`src/rtl/slcfr_pkg.sv`:
```
`timescale 1ns / 1ps
`default_nettype none

package slcfr_pkg;

   // Frame constants
   localparam logic [7:0]  SYNC_FIRST   = 8'h55;
   localparam logic [7:0]  SYNC_SECOND  = 8'hAA;
   localparam logic [15:0] SUM_SEED     = 16'hFFFF;
   localparam logic [7:0]  MODE_READ    = 8'h01;
   localparam logic [8:0]  HEADER_BYTES = 9'd6;
   localparam logic [7:0]  MIN_LENGTH   = 8'd3;

   // Input word function codes
   localparam logic FUNC_BYTE  = 1'b0;
   localparam logic FUNC_ABORT = 1'b1;

   // Frame status codes
   typedef enum logic [2:0] {
      STATUS_OK       = 3'd0,
      STATUS_CHECKSUM = 3'd1,
      STATUS_MODE     = 3'd2,
      STATUS_OFFSET   = 3'd3,
      STATUS_SHORT    = 3'd4
   } status_type;

   // Sync hunt state
   typedef enum logic [2:0] {
      PHASE_HUNT  = 3'b001,
      PHASE_SYNC2 = 3'b010,
      PHASE_FRAME = 3'b100
   } phase_type;

endpackage

`default_nettype wire

```
`src/rtl/sync_length_checksum_frame_receiver.sv`:
```
`timescale 1ns / 1ps
`default_nettype none
// A result word appears on the rsp_ side in the cycle after its byte is accepted.
// Throughput: one byte per cycle; the frame state and the result register update together.
// The input is stalled only while a result is held by rsp_stall.
// Reset (synchronous, active high): hunt for the first sync byte, running sum 0xFFFF,
// expected offset 0, result register empty.
module sync_length_checksum_frame_receiver (
   input  wire logic        clock,
   input  wire logic        reset,
   // configuration
   input  wire logic        csr_write_enable,
   input  wire logic [7:0]  csr_write_data,
   // input bytes
   input  wire logic        req_valid,
   output logic             req_stall,
   input  wire logic        req_func,
   input  wire logic [7:0]  req_rx_byte,
   // results
   output logic             rsp_valid,
   input  wire logic        rsp_stall,
   output logic             rsp_payload_valid,
   output logic [7:0]       rsp_payload_byte,
   output logic [7:0]       rsp_payload_index,
   output logic             rsp_frame_done,
   output logic [2:0]       rsp_frame_status,
   output logic [7:0]       rsp_payload_length
);
   import slcfr_pkg::*;

   logic [7:0]  expected_offset_ff;
   phase_type   phase_ff, phase_in;
   logic [8:0]  position_ff, position_in;
   logic [7:0]  length_ff, length_in;
   logic [15:0] sum_ff, sum_in;
   logic [7:0]  mode_ff, mode_in;
   logic [7:0]  offset_ff, offset_in;
   logic [7:0]  check_low_ff, check_low_in;

   logic        rsp_valid_ff;
   logic        pv_ff, pv_in;
   logic [7:0]  pb_ff, pb_in;
   logic [7:0]  pi_ff, pi_in;
   logic        fd_ff, fd_in;
   status_type  fs_ff, fs_in;
   logic [7:0]  pl_ff, pl_in;

   logic        accept;
   logic [8:0]  check_pos;
   logic [15:0] sum_minus_byte;
   logic [8:0]  index_wide;

   assign req_stall = rsp_valid_ff && rsp_stall;
   assign accept    = req_valid && !req_stall;

   assign check_pos      = {1'b0, length_ff} + 9'd4;
   assign sum_minus_byte = sum_ff - {8'd0, req_rx_byte};
   assign index_wide     = position_ff - HEADER_BYTES;

   // Frame state machine and result word
   always_comb begin
      phase_in     = phase_ff;
      position_in  = position_ff;
      length_in    = length_ff;
      sum_in       = sum_ff;
      mode_in      = mode_ff;
      offset_in    = offset_ff;
      check_low_in = check_low_ff;
      pv_in        = 1'b0;
      pb_in        = 8'd0;
      pi_in        = 8'd0;
      fd_in        = 1'b0;
      fs_in        = STATUS_OK;
      pl_in        = 8'd0;

      if (req_func == FUNC_ABORT) begin
         phase_in    = PHASE_HUNT;
         position_in = 9'd0;
      end else begin
         unique case (phase_ff)
            PHASE_SYNC2: begin
               if (req_rx_byte == SYNC_SECOND) begin
                  phase_in    = PHASE_FRAME;
                  position_in = 9'd2;
               end else begin
                  phase_in    = PHASE_HUNT;
                  position_in = 9'd0;
               end
            end
            PHASE_FRAME: begin
               if (position_ff == 9'd2) begin
                  // length byte
                  if (req_rx_byte < MIN_LENGTH) begin
                     fd_in       = 1'b1;
                     fs_in       = STATUS_SHORT;
                     phase_in    = PHASE_HUNT;
                     position_in = 9'd0;
                  end else begin
                     length_in   = req_rx_byte;
                     sum_in      = SUM_SEED - {8'd0, req_rx_byte};
                     position_in = 9'd3;
                  end
               end else if (position_ff < HEADER_BYTES || position_ff < check_pos) begin
                  // command, mode, offset and payload bytes
                  if (position_ff == 9'd4) begin
                     mode_in = req_rx_byte;
                  end else if (position_ff == 9'd5) begin
                     offset_in = req_rx_byte;
                  end else if (position_ff >= HEADER_BYTES) begin
                     pv_in = 1'b1;
                     pb_in = req_rx_byte;
                     pi_in = index_wide[7:0];
                  end
                  sum_in      = sum_minus_byte;
                  position_in = position_ff + 9'd1;
               end else if (position_ff == check_pos) begin
                  check_low_in = req_rx_byte;
                  position_in  = position_ff + 9'd1;
               end else begin
                  // checksum high byte ends the frame
                  fd_in = 1'b1;
                  pl_in = length_ff - 8'd2;
                  if (check_low_ff != sum_ff[7:0] || req_rx_byte != sum_ff[15:8]) begin
                     fs_in = STATUS_CHECKSUM;
                  end else if (mode_ff != MODE_READ) begin
                     fs_in = STATUS_MODE;
                  end else if (offset_ff != expected_offset_ff) begin
                     fs_in = STATUS_OFFSET;
                  end else begin
                     fs_in = STATUS_OK;
                  end
                  phase_in    = PHASE_HUNT;
                  position_in = 9'd0;
               end
            end
            default: begin
               if (req_rx_byte == SYNC_FIRST) begin
                  phase_in    = PHASE_SYNC2;
                  position_in = 9'd1;
               end else begin
                  phase_in    = PHASE_HUNT;
                  position_in = 9'd0;
               end
            end
         endcase
      end
   end

   // Configuration register
   always_ff @(posedge clock) begin
      if (reset) begin
         expected_offset_ff <= 8'd0;
      end else if (csr_write_enable) begin
         expected_offset_ff <= csr_write_data;
      end
   end

   // Frame state
   always_ff @(posedge clock) begin
      if (reset) begin
         phase_ff     <= PHASE_HUNT;
         position_ff  <= 9'd0;
         length_ff    <= 8'd0;
         sum_ff       <= SUM_SEED;
         mode_ff      <= 8'd0;
         offset_ff    <= 8'd0;
         check_low_ff <= 8'd0;
      end else if (accept) begin
         phase_ff     <= phase_in;
         position_ff  <= position_in;
         length_ff    <= length_in;
         sum_ff       <= sum_in;
         mode_ff      <= mode_in;
         offset_ff    <= offset_in;
         check_low_ff <= check_low_in;
      end
   end

   // Result register valid
   always_ff @(posedge clock) begin
      if (reset) begin
         rsp_valid_ff <= 1'b0;
      end else if (accept) begin
         rsp_valid_ff <= 1'b1;
      end else if (!rsp_stall) begin
         rsp_valid_ff <= 1'b0;
      end
   end

   // Result register payload
   always_ff @(posedge clock) begin
      if (accept) begin
         pv_ff <= pv_in;
         pb_ff <= pb_in;
         pi_ff <= pi_in;
         fd_ff <= fd_in;
         fs_ff <= fs_in;
         pl_ff <= pl_in;
      end
   end

   assign rsp_valid          = rsp_valid_ff;
   assign rsp_payload_valid  = pv_ff;
   assign rsp_payload_byte   = pb_ff;
   assign rsp_payload_index  = pi_ff;
   assign rsp_frame_done     = fd_ff;
   assign rsp_frame_status   = fs_ff;
   assign rsp_payload_length = pl_ff;

endmodule

`default_nettype wire

```
`config.mk`:
```
export PLATFORM = sky130hd
export DESIGN_NAME = sync_length_checksum_frame_receiver
export DESIGN_NICKNAME = d
export VERILOG_FILES = /design/src/rtl/slcfr_pkg.sv /design/src/rtl/sync_length_checksum_frame_receiver.sv
export SDC_FILE = /design/constraint.sdc
export NUM_CORES = 1
export LEC_CHECK = 0
export ABC_AREA = 1
export BUFFER_PORTS_ARGS = -buffer_cell sky130_fd_sc_hd__buf_2
export CORE_MARGIN = 5
export CORE_UTILIZATION = 50
export DETAILED_ROUTE_END_ITERATION = 10
export GPL_TIMING_DRIVEN = 0
export PLACE_DENSITY = 0.73
export SLEW_MARGIN = 20
export SYNTH_ARGS = -nofsm -noshare
export SYNTH_HDL_FRONTEND = slang
export SYNTH_SLANG_ARGS = --single-unit
```
`constraint.sdc`:
```
create_clock -name clock -period 5.2 [get_ports clock]
set_input_delay 0.26 -clock clock [delete_from_list [all_inputs] [get_ports clock]]
set_output_delay 0.26 -clock clock [all_outputs]
set_load 0.005 [all_outputs]
```
==> metrics.md <==
| Metric | Value |
|---|---|
| Area of the multi-input gates | approximately 3200 um2 |
| Transition time at the pin with the least slew margin | around 0.8 ns |
| Critical path class | reg -> reg |
| Number of H-tree branching levels | 3 |
| Antenna violations before repair | 0 |
| Data arrival time of the critical path | 3.04 ns |
| Die Y | around 120 um |
| Flop pwr share | between 40% and 50% |
| Switching fraction of total power | 25.5% |
| Half-perimeter wire length after detailed placement | approximately 11000 um |
| Combinational power share | roughly 9.0% |
| Post-synth top area share | 23.6% |
| Effective utilization at floorplan | around 51% |
| Summed instance area of the synthesized netlist | around 6000 um2 |
| Setup crit end kind | flop |
| Antenna Nets Post-Route | 0 |
| Final Skew | just under 0.01 ns |
| DR DRC count | 0 |
| DR WL/cell | 14.0 um |
| Layout Nets | 937 |
| Port buffer count | slightly above 50 |
| Crit path time final | a little under 3 ns |
| Class of the tightest hold or removal check | in -> reg |
| Worst path cell trace | clkbuf_1 > nand3_1 > nor3_1 > xnor2_1 > ha_1 > nand2_1 > a21oi_1 > nor2_1 > nand3_1 > nand2_4 > inv_2 > nand3_1 > buf_2 > o21ai_0 |
| Number of hold violations in the final report | 0 |
| # setup viols final | 0 |
| Switching power | approximately 420 uW |
| Post-CTS setup buffers | 0 |
| Cell taking the most area after synthesis | dfxtp_1 |
| Routability congestion estimate from global placement | slightly below 1 |
| Final global-route overflow total | 0 |
| Total design power | 1650 uW |
| Peak supply drop | ~0.24 mV |
| Number of register bits inferred by synthesis | 98 |
| Largest cells by area after synthesis | dfxtp_1 24%, edfxtp_1 15%, nand2_1 13% |
| Worst skew pair latency | around 0.36 ns |
| List of most frequent post-synthesis cells | 199 x nand2_1, 139 x nor2_1, 90 x nand3_1 |
| Final setup TNS | 0 ns |
| Synth warn | 0 |
| Routed vias | around 5400 |
| Largest incremental delay on the critical path | between 0.3 and 0.4 ns |
| Vias in the first global route | 4895 |
| Area taken by flip-flops and latches | between 2000 and 2500 um2 |
| Relative contribution of the clock network to total power | around two fifths |
| Post-synthesis average cell area | a little over 7 um2 |
| Most frequent cell after synthesis | nand2_1 |
| CP max FO | 10 |
| Total non-filler cell area in the finished layout | roughly 6600 um2 |
| Clock tree from TritonCTS | yes |
| Largest regs | sum_ff x16, position_ff x9 |
| Part of the cycle the worst path needs | between 50 and 60% |
| Critical Path RT | ~5.3 ns |
| Number of optimization iterations in the first detailed-route pass | 5 |
| Root buffer cell | clkbuf_16 |
| Startpoint Class | flop |
| EDFF count, synth | 29 |
| R2R cell count | 14 |
| Share of flip-flops with an asynchronous set or reset | 0% |
| Maximum clock frequency | roughly 340 MHz |
| Unrepaired setup endpoints after global routing | no |
| Count of pins on the block boundary | 53 |
| Pin count of the biggest net entering global routing | 39 |
| Floorplan Core Area | between 10000 and 15000 um2 |
| CTS resizes | 0 |
| GRT Overall Usage | 20.9% |
| Largest register FFs | 16 |
| Critical Path Most Common Cell | nand3_1 |
| Design internal power | approximately 1200 uW |
| Number of CTS-inserted buffers | 9 |
| DRT iter0 DRCs | ~340 |
| Worst Hold Slack | roughly 0.12 ns |
| Clock transition at the registers of the reported paths | ~0.07 ns |
| Worst relative slew slack | a little under half |
| Fraction of final layout cells with drive strength greater than 1 | between 10% and 20% |
| Max-cap viol count | 0 |
| Critical-path cell with the highest stage delay | dfxtp_1 |
| Total of fill cells in the finished design | between 1000 and 1500 |
| Area of the die | ~14000 um2 |
| Sequential fraction of the synthesis area | approximately 38% |
| Width of the die | roughly 120 um |
| Final antenna diode count | 0 |
| Layout Area Growth over Synthesis | 12.5% |
| Mapped Nets | 875 |
| Register containing the most flip-flops in the final layout | sum_ff |
| Total number of clock tree sinks | 98 |
| Standard cell area after detailed placement | approximately 6300 um2 |
| Number of different library cells in the post-synthesis netlist | 40 |
| Wire length of the first global-routing pass | about 24000 um |
| Leakage power | around 0.0031 uW |
| Prevailing post-synth register cell | dfxtp_1 |
| Maximum buffer depth of the clock tree | 2 |
| Pins over their slew limit | 0 |
| Worst Hold Depth | 3 |
| Placement row count | 39 |
| Post-detailed-routing wire length | approximately 14000 um |
| Hold Buf Count CTS | 0 |
| Via density | ~5.2 |
| Power per cell area | about 250 nW/um2 |
| Synthesized instance count | 826 |
| Result of the run | completed |
[cell type report]
| class | count | area share [%] |
|---|---|---|
| Clock buffer | 10 | 3.47 |
| Sequential cell | 98 | 34.1 |
| Clock inverter | 6 | 1.08 |
| Tap cell | 143 | 2.71 |
| Inverter | 86 | 4.89 |
| Timing Repair Buffer | 51 | 3.87 |
| Buffer | 21 | 1.82 |
| Multi-Input combinational cell | 621 | 48.0 |
[critical path, delay by kind of cell (launching register included)]
family,cells,cell delay (ns)
DFF,1,0.31
and+or+nand+nor,7,1.11
buffers and inverters,3,0.68
xor gates and xnor gates,1,0.16
AOI/OAI and AO/OA,2,0.19
adders and majority gates,1,0.25
[power by group through the flow]
| stage | combinational [uW] | sequential (uW) | clock [uW] |
|---|---|---|---|
| after floorplan | 91.2 | 829 | 0 |
| after global placement | 146 | 829 | 0 |
| after detailed placement | 147 | 829 | 0 |
| after CTS | 148 | 812 | 699 |
| after global routing | 167 | 814 | 728 |
| final | 148 | 812 | 693 |
[path summary, 6_finish.rpt]
path	to	from	slack, ns
worst min-delay path	expected_offset_ff[3]	csr_write_data[3]	0.12
worst max register to register	rsp_frame_done	length_ff[4]	2.24
worst min register to register	expected_offset_ff[7]	expected_offset_ff[7]	0.48
worst max-delay path	rsp_frame_done	length_ff[4]	2.24
[cells by family after synthesis]
family                   count (synthesis)  synth area share (%)
AO/OA/AOI/OAI                           75                  6.64
AND/OR/NAND/NOR                        494                  37.8
XOR/XNOR                                25                  3.74
adder cells (fa/ha/maj)                 27                  5.89
buffers and inverters                  107                  7.56
flip-flops                              98                  38.4
[per-layer routing]
layer / vias to the layer above / GRT usage [%] / part of all wire (%)
met5: - / 0 / 0
met4: 0 / 9.46 / 3.0
met3: 30 / 2.87 / 5.6
met2: 154 / 33.5 / 46
met1: 2400 / 28.1 / 45
li1: 2806 / - / -
[metrics by stage]
step | utilization (%) | setup slack (ns) | instances
3_5_place_dp | 54.9 | 2.29 | 1020
6_report | 57.5 | 2.24 | 1036
2_1_floorplan | - | 2.80 | 826
3_3_place_gp | 54.9 | 2.34 | 1020
5_1_grt | 57.5 | 1.98 | 1036
4_1_cts | 57.5 | 2.25 | 1036
[placed cells by master, fill, tap and decap left out, types with 2 or more instances in the layout]
master	instances
a21oi_1	34
buf_2	57
buf_4	3
buf_6	3
clkbuf_1	9
clkbuf_16	9
clkinv_1	4
dfxtp_1	69
edfxtp_1	29
ha_1	26
inv_1	76
inv_2	7
inv_6	3
nand2_1	199
nand2_2	2
nand2_4	4
nand3_1	90
nand3_2	3
nand3b_1	2
nand4_1	17
nor2_1	139
nor2_2	7
nor2_8	2
nor3_1	14
nor3_4	2
o21ai_0	36
or2_2	7
xnor2_1	13
xor2_1	12
Note: power is estimated with default switching activity, not from simulation.
